[config.mk]
export PLATFORM = sky130hd
export DESIGN_NAME = isbn_check_and_group_decode_unit
export DESIGN_NICKNAME = d
export VERILOG_FILES = /design/src/rtl/core/icg_pkg.sv /design/src/rtl/core/isbn_check_and_group_decode_unit.sv /design/src/rtl/core/icg_step_logic.sv
export VERILOG_INCLUDE_DIRS = /design/src /design/src/rtl/core
export SDC_FILE = /design/constraint.sdc
export NUM_CORES = 1
export LEC_CHECK = 0
export BUFFER_PORTS_ARGS = -buffer_cell sky130_fd_sc_hd__buf_2
export CAP_MARGIN = 0
export CORE_MARGIN = 2
export CORE_UTILIZATION = 30
export DETAILED_ROUTE_END_ITERATION = 6
export GPL_ROUTABILITY_DRIVEN = 1
export SLEW_MARGIN = 20
export SYNTH_ARGS = -nofsm -noshare
export SYNTH_HDL_FRONTEND = slang
export SYNTH_SLANG_ARGS = --single-unit
[constraint.sdc]
create_clock -name clk_i -period 32.1 [get_ports clk_i]
set_input_delay 1.605 -clock clk_i [delete_from_list [all_inputs] [get_ports clk_i]]
set_output_delay 1.605 -clock clk_i [all_outputs]
set_load 0.03 [all_outputs]
[src/rtl/core/isbn_check_and_group_decode_unit_defines.svh]
// Assertion macros shared by the ISBN check unit.
`ifndef ISBN_CHECK_AND_GROUP_DECODE_UNIT_DEFINES_SVH
`define ISBN_CHECK_AND_GROUP_DECODE_UNIT_DEFINES_SVH

// Consequent must hold in the same cycle as the antecedent.
`define ICG_ASSERT_SAME(label, ante, cons) \
  label: assert property (@(posedge clk_i) disable iff (!rst_ni) (ante) |-> (cons)) \
    else $error("icg assertion failed");

// Consequent must hold in the cycle after the antecedent.
`define ICG_ASSERT_NEXT(label, ante, cons) \
  label: assert property (@(posedge clk_i) disable iff (!rst_ni) (ante) |=> (cons)) \
    else $error("icg assertion failed");

`endif

[src/rtl/core/icg_pkg.sv]
package icg_pkg;

  localparam logic [7:0] CHAR_ZERO = 8'h30;
  localparam logic [7:0] CHAR_NINE = 8'h39;
  localparam logic [7:0] CHAR_X    = 8'h58;

  // Value that an accepted X stands for.
  localparam logic [3:0] X_VALUE = 4'd10;

  typedef enum logic [2:0] {
    ST_ISBN10_OK   = 3'd0,
    ST_ISBN13_OK   = 3'd1,
    ST_BAD_LENGTH  = 3'd2,
    ST_BAD_CHECK   = 3'd3,
    ST_X_MISPLACED = 3'd4
  } icg_status_e;

  typedef enum logic [4:0] {
    GRP_ENGLISH      = 5'd0,
    GRP_FRENCH       = 5'd1,
    GRP_GERMAN       = 5'd2,
    GRP_JAPAN        = 5'd3,
    GRP_RUSSIAN      = 5'd4,
    GRP_CHINESE      = 5'd5,
    GRP_CZECH_SLOVAK = 5'd6,
    GRP_INDIA        = 5'd7,
    GRP_NORWAY       = 5'd8,
    GRP_POLAND       = 5'd9,
    GRP_SPAIN        = 5'd10,
    GRP_BRAZIL       = 5'd11,
    GRP_SERBIA       = 5'd12,
    GRP_DENMARK      = 5'd13,
    GRP_ITALIAN      = 5'd14,
    GRP_KOREA        = 5'd15,
    GRP_DUTCH        = 5'd16,
    GRP_SWEDEN       = 5'd17,
    GRP_NGO_EU       = 5'd18,
    GRP_UNKNOWN      = 5'd19
  } icg_group_e;

  typedef struct packed {
    logic [7:0] char_code;
    logic       last;
  } icg_in_t;

  typedef struct packed {
    logic [2:0] status;
    logic [4:0] group_code;
    logic [3:0] converted_check;
  } icg_out_t;

  typedef struct packed {
    logic [3:0] digit_count;
    logic [3:0] sum_mod_eleven;
    logic [3:0] sum_mod_ten;
    logic [3:0] convert_sum_mod_eleven;
    logic       x_misplaced;
    logic       x_taken;
  } icg_state_t;

  // Digits 1, 2, 4 and 5 of the ISBN.
  typedef logic [3:0][3:0] icg_lead_t;

  // Remainder by 11 for values up to 120: reciprocal multiply, then one correction.
  function automatic logic [3:0] mod_eleven(input logic [7:0] a);
    logic [15:0] p;
    logic [7:0]  r;
    p = 16'(a) * 16'd187;
    r = a - 8'({3'b000, p[15:11]} * 8'd11);
    if (r >= 8'd11) begin
      r = r - 8'd11;
    end
    return r[3:0];
  endfunction

  // Remainder by 10 for values up to 63.
  function automatic logic [3:0] mod_ten(input logic [7:0] a);
    logic [15:0] p;
    logic [7:0]  r;
    p = 16'(a) * 16'd205;
    r = a - 8'({3'b000, p[15:11]} * 8'd10);
    if (r >= 8'd10) begin
      r = r - 8'd10;
    end
    return r[3:0];
  endfunction

  function automatic icg_group_e decode_group(input logic [3:0] first,
                                              input logic [3:0] second);
    icg_group_e g;
    g = GRP_UNKNOWN;
    case (first)
      4'd0, 4'd1: g = GRP_ENGLISH;
      4'd2:       g = GRP_FRENCH;
      4'd3:       g = GRP_GERMAN;
      4'd4:       g = GRP_JAPAN;
      4'd5:       g = GRP_RUSSIAN;
      4'd7:       g = GRP_CHINESE;
      4'd8: begin
        case (second)
          4'd0:    g = GRP_CZECH_SLOVAK;
          4'd1:    g = GRP_INDIA;
          4'd2:    g = GRP_NORWAY;
          4'd3:    g = GRP_POLAND;
          4'd4:    g = GRP_SPAIN;
          4'd5:    g = GRP_BRAZIL;
          4'd6:    g = GRP_SERBIA;
          4'd7:    g = GRP_DENMARK;
          4'd8:    g = GRP_ITALIAN;
          4'd9:    g = GRP_KOREA;
          default: g = GRP_UNKNOWN;
        endcase
      end
      4'd9: begin
        case (second)
          4'd0, 4'd4: g = GRP_DUTCH;
          4'd1:       g = GRP_SWEDEN;
          4'd2:       g = GRP_NGO_EU;
          4'd3:       g = GRP_INDIA;
          default:    g = GRP_UNKNOWN;
        endcase
      end
      default: g = GRP_UNKNOWN;
    endcase
    return g;
  endfunction

endpackage

[src/rtl/core/isbn_check_and_group_decode_unit.sv]
// ISBN checker: one character request is taken per clock cycle, with no gaps between
// characters or between ISBNs, as long as results are taken when they are offered.
// Each request passes an input register and a result register, so the result of an
// ISBN appears on the outputs once its last character has passed both, and only
// for that last character; all other characters give no result. While a result waits
// under stall, a character held in the input register cannot move on, so the input
// stalls until that result is taken. The running sums are updated by one small add and
// modular reduction per character, and the unit clears its sums after every last
// character, ready for the next ISBN.
`include "isbn_check_and_group_decode_unit_defines.svh"

module isbn_check_and_group_decode_unit (
  input  logic              clk_i,
  input  logic              rst_ni,
  input  logic              in_valid_i,
  output logic              in_stall_o,
  input  icg_pkg::icg_in_t  in_data_i,
  output logic              out_valid_o,
  input  logic              out_stall_i,
  output icg_pkg::icg_out_t out_data_o
);

  logic                in_valid_q;
  icg_pkg::icg_in_t    in_q;
  logic                out_valid_q;
  logic                out_valid_d;
  icg_pkg::icg_out_t   out_q;
  icg_pkg::icg_state_t state_q;
  icg_pkg::icg_state_t state_next;
  icg_pkg::icg_state_t state_d;
  icg_pkg::icg_lead_t  lead_q;
  icg_pkg::icg_lead_t  lead_next;
  icg_pkg::icg_out_t   result;
  logic                advance;
  logic                fire;
  logic                in_accept;

  // The held item moves on whenever the result register is free or being emptied.
  assign advance    = !out_valid_q || !out_stall_i;
  assign fire       = in_valid_q && advance;
  assign in_stall_o = in_valid_q && !advance;
  assign in_accept  = in_valid_i && !in_stall_o;

  icg_step_logic u_step (
    .state_i  (state_q),
    .lead_i   (lead_q),
    .item_i   (in_q),
    .state_o  (state_next),
    .lead_o   (lead_next),
    .result_o (result)
  );

  always_comb begin
    state_d = state_q;
    if (fire) begin
      state_d = in_q.last ? '0 : state_next;
    end
    out_valid_d = out_valid_q;
    if (advance) begin
      out_valid_d = fire && in_q.last;
    end
  end

  always_ff @(posedge clk_i or negedge rst_ni) begin
    if (!rst_ni) begin
      in_valid_q  <= 1'b0;
      out_valid_q <= 1'b0;
      state_q     <= '0;
    end else begin
      if (!in_stall_o) begin
        in_valid_q <= in_valid_i;
      end
      out_valid_q <= out_valid_d;
      state_q     <= state_d;
    end
  end

  always_ff @(posedge clk_i) begin
    if (in_accept) begin
      in_q <= in_data_i;
    end
    if (fire) begin
      lead_q <= lead_next;
    end
    if (fire && in_q.last) begin
      out_q <= result;
    end
  end

  assign out_valid_o = out_valid_q;
  assign out_data_o  = out_q;

  `ICG_ASSERT_SAME(a_conv_only_isbn13,
    out_valid_o && (out_data_o.status != icg_pkg::ST_ISBN13_OK),
    out_data_o.converted_check == 4'd0)
  `ICG_ASSERT_SAME(a_group_only_valid,
    out_valid_o && (out_data_o.status != icg_pkg::ST_ISBN10_OK)
      && (out_data_o.status != icg_pkg::ST_ISBN13_OK),
    out_data_o.group_code == icg_pkg::GRP_UNKNOWN)
  `ICG_ASSERT_NEXT(a_clear_after_last,
    fire && in_q.last,
    (state_q.digit_count == 4'd0) && !state_q.x_misplaced && !state_q.x_taken
      && out_valid_o)

endmodule

[src/rtl/core/icg_step_logic.sv]
module icg_step_logic (
  input  icg_pkg::icg_state_t state_i,
  input  icg_pkg::icg_lead_t  lead_i,
  input  icg_pkg::icg_in_t    item_i,
  output icg_pkg::icg_state_t state_o,
  output icg_pkg::icg_lead_t  lead_o,
  output icg_pkg::icg_out_t   result_o
);

  logic       is_digit;
  logic       is_x;
  logic       take_x;
  logic       take;
  logic [3:0] value;
  logic [3:0] idx;
  logic [7:0] prod_eleven;
  logic [7:0] prod_ten;
  logic [7:0] prod_conv;

  assign is_digit = (item_i.char_code inside {[icg_pkg::CHAR_ZERO:icg_pkg::CHAR_NINE]});
  assign is_x     = (item_i.char_code == icg_pkg::CHAR_X);
  assign idx      = state_i.digit_count;
  // X counts only in the tenth digit position, and only once.
  assign take_x   = is_x && (idx == 4'd9) && !state_i.x_taken;
  assign take     = is_digit || take_x;
  assign value    = is_digit ? item_i.char_code[3:0] : icg_pkg::X_VALUE;

  assign prod_eleven = 8'(value) * 8'(4'd10 - idx);
  assign prod_ten    = 8'(value) * (idx[0] ? 8'd3 : 8'd1);
  assign prod_conv   = 8'(value) * 8'(4'd13 - idx);

  always_comb begin
    state_o = state_i;
    lead_o  = lead_i;
    if (take) begin
      if (state_i.x_taken) begin
        state_o.x_misplaced = 1'b1;
      end
      if (idx < 4'd10) begin
        state_o.sum_mod_eleven =
          icg_pkg::mod_eleven(8'(state_i.sum_mod_eleven) + prod_eleven);
      end
      if (idx < 4'd13) begin
        state_o.sum_mod_ten = icg_pkg::mod_ten(8'(state_i.sum_mod_ten) + prod_ten);
      end
      if (idx >= 4'd3 && idx <= 4'd11) begin
        state_o.convert_sum_mod_eleven =
          icg_pkg::mod_eleven(8'(state_i.convert_sum_mod_eleven) + prod_conv);
      end
      case (idx)
        4'd0:    lead_o[0] = value;
        4'd1:    lead_o[1] = value;
        4'd3:    lead_o[2] = value;
        4'd4:    lead_o[3] = value;
        default: lead_o = lead_i;
      endcase
      if (idx != 4'd15) begin
        state_o.digit_count = idx + 4'd1;
      end
    end
    if (take_x) begin
      state_o.x_taken = 1'b1;
    end
    if (is_x && !take_x) begin
      state_o.x_misplaced = 1'b1;
    end
  end

  always_comb begin
    result_o.status          = icg_pkg::ST_BAD_LENGTH;
    result_o.group_code      = icg_pkg::GRP_UNKNOWN;
    result_o.converted_check = 4'd0;
    if (state_o.x_misplaced) begin
      result_o.status = icg_pkg::ST_X_MISPLACED;
    end else if (state_o.digit_count == 4'd10) begin
      if (state_o.sum_mod_eleven == 4'd0) begin
        result_o.status     = icg_pkg::ST_ISBN10_OK;
        result_o.group_code = icg_pkg::decode_group(lead_o[0], lead_o[1]);
      end else begin
        result_o.status = icg_pkg::ST_BAD_CHECK;
      end
    end else if (state_o.digit_count == 4'd13) begin
      if (state_o.sum_mod_ten == 4'd0) begin
        result_o.status     = icg_pkg::ST_ISBN13_OK;
        result_o.group_code = icg_pkg::decode_group(lead_o[2], lead_o[3]);
        // A zero remainder wraps to a zero check digit, not to eleven.
        if (state_o.convert_sum_mod_eleven != 4'd0) begin
          result_o.converted_check = 4'd11 - state_o.convert_sum_mod_eleven;
        end
      end else begin
        result_o.status = icg_pkg::ST_BAD_CHECK;
      end
    end
  end

endmodule

==> summary.md, run 1 <==
| Metric | Value |
|---|---|
| # Post-CTS Setup Buffers | 0 |
| DIE HEIGHT | 190 microns |
| Core area | 34400 sq um |
| Routability-driven placement congestion ratio | ~0.86 |
| Critical path's largest stage delay | 0.75 ns |
| Resized Gates After CTS | 0 |
| Clock buffer depth | 2 |
| Final Hold Violating Endpoints | 0 |
| GRT Total Usage | 0.130 |
| Unrepaired setup endpoints after global routing | false |
| CTS root buf | clkbuf_16 |
| Final wirelength | 22400 microns |
| Reg2reg setup slack | 18.48 ns |
| WS Path Type | flip-flop to flip-flop |
| Fin util | 0.331 |
| Status | completed |
| Max-Cap Viols | 0 |
| Input/output buffers | 26 |
| YS warnings | 0 |
| Initial DRC Count | 574 |
| Final Cycle Share | 0.424 |
| DR DRC count | 0 |
| Reg area | ~1600 sq um |
| Share of cells above drive strength 1 | 0.0502 |
| CTS sink cnt | 57 |
| Number of synthesized flops with an enable pin | 37 |
| Worst Clk Skew | 0.00492 ns |
| Top cell by count, worst path | ha_1 |
| CTS buffer count | 9 |
| Final setup vio count | 0 |
| Critical Path AT | 13.66 ns |
| Reg-to-reg endpoint | out_data_o[2]$_SDFFCE_PP0P_ |
| Die area | between 30000 and 40000 sq um |
| I/O pins | 27 |
| Cell with the most instances after synthesis | inv_1 |
| H-tree lvl count | 3 |
| Worst Hold Depth | 2 |
| Top-area cell type share of the netlist area | 0.257 |
| Largest net degree at the start of global routing | 25 |
| Synthesized area | between 10000 and 15000 sq um |
| RR Startpoint | in_q[7]$_DFFE_PP_ |
| CP Capture Type | flip-flop |
| Worst skew pair latency | 0.33 ns |
| Clock tree from TritonCTS | yes |
| Fillers | 3613 |
| Actual slew at the worst max-slew pin | roughly 1.1 ns |
| First-pass GRT wire length | between 30000 and 40000 microns |
| CP max stage cell | a311oi_1 |
| Row Count | between 60 and 70 |
| Gr ovfl total | 0 |
| Initial Util | 0.303 |
| Layout area overhead | 8.99% |
| Critical path depth in cells | 47 |
| Wirelength per Cell | about 14 microns |
| Crit path buf inv count | 8 |
| Fmax | 0.0734 GHz |
| TNS Setup | 0 ns |
| Yosys reg bits | 57 |
| Initial antenna violation count | 0 |
| Crit path required time | between 30 and 40 ns |
| Crit start category | flip-flop |
| Cell variety after synth | 81 |
| Mapped Nets | 1471 |
| Via count | 8032 |
| Hold_buf cts | 0 |
| HPWL after detailed placement | between 15000 and 20000 microns |
| Min-delay src | state_q[3]$_DFFE_PN0P_ |
| Area leader, netlist | ha_1 |
| Post-Synthesis Cells | approximately 1200 |
| CTS clk-pin slew, worst paths | 0.05 ns |
| Endpoint, Worst Hold | state_q[3]$_DFFE_PN0P_ |
| DRT Pass-1 Iters | 5 |
| Minimum clock period | 13.62 ns |
| Ys flop type | edfxtp_1 |
| Slew Limit Fails | 0 |
| # nets final | 1500 |
| Top Family by Delay on Critical Path | adder cells |
| Sequential fraction of the synthesis area | 0.155 |
| Via density | ~4.9 |
| Vias in the first global route | 8056 |
| HP Class | flip-flop to flip-flop |
| Number of antenna-violating nets in the routed design | 0 |
| Asr flop ratio synth | 0.351 |
| Top cells by count, synth | inv_1, ha_1, fa_1, nor2_1, nand2_1 |
| Slew HR | 0.263 |
| R2R cell count | 47 |
| Leading post-synthesis cells by cell area | ha_1, fa_1, edfxtp_1 |
| Area occupied by multi-input gates | 7860 sq um |
| Inserted Diodes | 0 |
| Syn_area_per_cell | 8.97 sq um |
| Die width | about 190 microns |
| CP Max Fanout | 10 |
worst min-delay path, cell delays in order, from the launching register on:
cell	delay, ns
dfrtp_1	0.36
nand2_1	0.05
o31ai_1	0.06
routing by layer:
layer / share of wire / routed length [microns] / GRT usage
met1: 0.50 / 11100 / 0.183
met2: 0.46 / 10300 / 0.218
met3: 0.035 / 772 / 0.0151
met4: 0.0065 / 146 / 0.0188
met5: 0 / 0 / 0
per-stage QoR:
stage | setup WS (ns) | instance area, sq um | hold slack [ns] | instances
final | 18.48 | 11400 | 0.501 | 1651
after global routing | 17.54 | 11400 | 0.548 | 1651
after CTS | 18.52 | 11400 | 0.507 | 1651
after detailed placement | 18.55 | 11100 | 0.496 | 1635
after global placement | 18.93 | 11100 | 0.494 | 1635
after floorplan | 20.14 | 10400 | 0.469 | 1162
worst max-delay path by stage:
stage                                  from                     endpoint  slack (ns)
after detailed placement  in_q[7]$_DFFE_PP_  out_data_o[2]$_SDFFCE_PP0P_       18.55
after floorplan           in_q[7]$_DFFE_PP_  out_data_o[2]$_SDFFCE_PP0P_       20.14
after global placement    in_q[7]$_DFFE_PP_  out_data_o[2]$_SDFFCE_PP0P_       18.93
after CTS                 in_q[7]$_DFFE_PP_  out_data_o[2]$_SDFFCE_PP0P_       18.52
final                     in_q[7]$_DFFE_PP_  out_data_o[2]$_SDFFCE_PP0P_       18.48
after global routing      in_q[7]$_DFFE_PP_  out_data_o[2]$_SDFFCE_PP0P_       17.54
cell families (layout without fill, tap and decap cells):
group,count (synthesis),in the layout,share of synthesized area
AO/OA/AOI/OAI,229,229,0.147
XOR/XNOR,62,62,0.0588
adder cells (fa/ha/maj),296,296,0.414
buffers and inverters,256,290,0.0921
flip-flops,57,57,0.155
multiplexers,10,10,0.0102
AND/OR/NAND/NOR,252,252,0.123
cells in the final DEF (no fill, tap or decap), types with 4 or more instances in the layout:
cell / n
o22ai_1: 7
nand2b_1: 11
a31oi_1: 7
ha_1: 214
o21a_1: 12
a2111oi_0: 6
nand4_1: 9
or3_1: 7
and2_1: 9
inv_1: 239
edfxtp_1: 37
or2_2: 6
buf_2: 26
nand3_1: 19
xnor2_1: 41
o21bai_1: 8
o21ai_0: 50
clkinv_1: 9
a21oi_1: 56
dfrtp_1: 20
and3_1: 4
o31ai_1: 4
nor2b_1: 9
nand2_1: 63
xnor3_1: 4
nand3b_1: 4
nor3_1: 20
mux2i_1: 5
o211ai_1: 7
a211oi_1: 6
xor2_1: 16
nor4_1: 5
nor2_1: 65
fa_1: 82
clkbuf_16: 9
o2111ai_1: 4
a21o_1: 16
a22o_1: 4
mux2_2: 4
state kept, by name (all words and copies together) (netlist names):
register,count
in_q,9
in_valid_q,1
lead_q,16
out_data_o,12
out_valid_o,1
state_q,18
layout make-up:
class                      instances  area share
multi-input combinational        849       0.691
sequential                        57       0.142
inverter                         245      0.0809
tap                              455      0.0501
clock buffer                      11      0.0205
timing repair buffer              29      0.0134
clock inverter                     5     0.00209
Power of run 1 is left out: the tool's default activity adds up to more than one toggle a clock period on the data nets, which glitch-free logic cannot reach.
==> run 2, diff against run 1 <==
Clock period 32.1 ns to 11.3 ns, I/O delays scaled along.
==> summary.md, run 2 (synthesis results as in run 1) <==
| Metric | Value |
|---|---|
| Number of antenna-violating nets in the routed design | 0 (unchanged) |
| Slew HR | 0.440 (+0.177) |
| CP max stage cell | fa_1 |
| Worst Clk Skew | 0.00542 ns (+0.000494 ns) |
| Clock buffer depth | 2 (unchanged) |
| H-tree lvl count | 3 (unchanged) |
| Clock tree from TritonCTS | yes |
| Commonest non-fill, non-tap cell in the layout | inv_1 |
| Initial DRC Count | 343 (-40%) |
| Core area | 34400 sq um (unchanged) |
| DRT Pass-1 Iters | 5 (unchanged) |
| CP Capture Type | flip-flop |
| Layout area overhead | 22.7% |
| Critical Path AT | 11.04 ns (-2.62 ns) |
| Initial antenna violation count | 0 (unchanged) |
| Crit path required time | 11.36 ns (-20.78 ns) |
| Fmax | 0.0911 GHz (+24%) |
| Critical path's largest stage delay | 0.56 ns (-0.19 ns) |
| CTS sink cnt | 57 (unchanged) |
| Top cell by count, worst path | fa_1 |
| Final Cycle Share | 0.972 (+0.547) |
| Routability-driven placement congestion ratio | 0.875 (+1.7%) |
| Max-Cap Viols | 0 (unchanged) |
| Top Family by Delay on Critical Path | adder cells |
| CTS buffer count | 9 (unchanged) |
| Wirelength per Cell | 13.7 microns (+0.95%) |
| Final setup vio count | 0 (unchanged) |
| Worst skew pair latency | 0.33 ns (about the same) |
| Final wirelength | 23900 microns (+7.1%) |
| Initial Util | 0.303 (unchanged) |
| Crit start category | flip-flop |
| WS Path Type | flip-flop to flip-flop |
| HPWL after detailed placement | 19700 microns (+5.1%) |
| Final Hold Violating Endpoints | 0 (unchanged) |
| Final Instance Area | 12800 sq um (+13%) |
| I/O pins | 27 (unchanged) |
| HP Class | input pin to asynchronous set/reset pin |
| Input/output buffers | 26 (unchanged) |
| Vias in the first global route | 8518 (+5.7%) |
| GRT Total Usage | 0.136 (+0.00626) |
| Unrepaired setup endpoints after global routing | true |
| First-pass GRT wire length | 41000 microns (+5.6%) |
| Fin util | 0.372 (+0.0416) |
| Reg2reg setup slack | 0.32 ns (-18.16 ns) |
| Via count | 8476 (+5.5%) |
| Max FFs per register | 18 (unchanged) |
| Via density | 4.84 (-0.56%) |
| TNS Setup | 0 ns (unchanged) |
| Minimum clock period | 10.98 ns (-2.64 ns) |
| Most frequent cells in the layout | inv_1, ha_1, buf_4 |
| DR DRC count | 0 (unchanged) |
| Gr ovfl total | 0 (unchanged) |
| Status | completed |
| Die width | 190 microns (unchanged) |
| Largest net degree at the start of global routing | 24 (-4.0%) |
| Die area | 36300 sq um (unchanged) |
| CP Max Fanout | 4 (-6) |
| CTS root buf | clkbuf_16 |
| Share of cells above drive strength 1 | 0.199 (+0.149) |
| Area post-placement | 11700 sq um (+5.3%) |
| # nets final | 1601 (+6.7%) |
| Row Count | 68 (unchanged) |
| Most flop-heavy register | state_q |
| Slew Limit Fails | 0 (unchanged) |
| Inserted Diodes | 0 (unchanged) |
| Crit path buf inv count | 10 (+2) |
| Actual slew at the worst max-slew pin | 0.838 ns (-0.260 ns) |
| DIE HEIGHT | 190 microns (unchanged) |
| CTS clk-pin slew, worst paths | 0.05 ns (about the same) |
run 2: worst paths after layout:
kind / from / endpoint / cells past startpoint
worst max-delay path: in_q[7]$_DFFE_PP_ / out_data_o[5]$_SDFFCE_PP1P_ / 47
worst min-delay path: rst_ni / in_valid_q$_DFFE_PN0N_ / 1
worst max register to register: in_q[7]$_DFFE_PP_ / out_data_o[5]$_SDFFCE_PP1P_ / 47
worst min register to register: state_q[3]$_DFFE_PN0P_ / state_q[3]$_DFFE_PN0P_ / 2
max in group asynchronous: rst_ni / state_q[16]$_DFFE_PN0P_ / 1
min in group clk_i: in_data_i[8] / in_q[8]$_DFFE_PP_ / 1
run 2: worst reg2reg max path: cells and delay by family (launching register included):
| family | cells | cell delay, ns |
|---|---|---|
| adders and majority gates | 13 | 5.32 |
| and+or+nand+nor | 12 | 2.17 |
| AOI/OAI and AO/OA | 11 | 1.83 |
| buffers and inverters | 10 | 0.80 |
| DFF | 1 | 0.42 |
| xor gates and xnor gates | 1 | 0.16 |
run 2: final cells by class:
| type | count | area (sq um) |
|---|---|---|
| fill | 3514 | 21600 |
| multi-input combinational | 849 | 8450 |
| sequential | 57 | 1610 |
| timing repair buffer | 130 | 926 |
| inverter | 245 | 926 |
| tap | 455 | 569 |
| clock buffer | 13 | 270 |
| clock inverter | 3 | 38.8 |
run 2: through the flow:
stage          worst slack [ns]  instances  hold WS [ns]
2_1_floorplan            0.0266       1162         0.269
3_3_place_gp             -0.235       1704         0.497
3_5_place_dp             -0.414       1704         0.503
4_1_cts                0.000866       1731         0.244
5_1_grt                  -0.152       1752         0.259
6_report                  0.321       1752         0.228
run 2: repair_timing:
| action | in CTS | in global routing |
|---|---|---|
| endpoints found under the setup margin | 12 | 14 |
| gates resized for setup | 32 | 79 |
| setup buffers | 11 | 25 |
| hold buffers | 0 | 0 |
| pin swaps | 14 | 68 |
run 2: routing by layer:
metal,vias up,global-route usage,wire length [microns]
li1,4246,-,-
met1,4103,0.188,11600
met2,105,0.229,11500
met3,22,0.0171,608
met4,0,0.0262,233
met5,-,0,0
Power of run 2 is left out for the same reason.
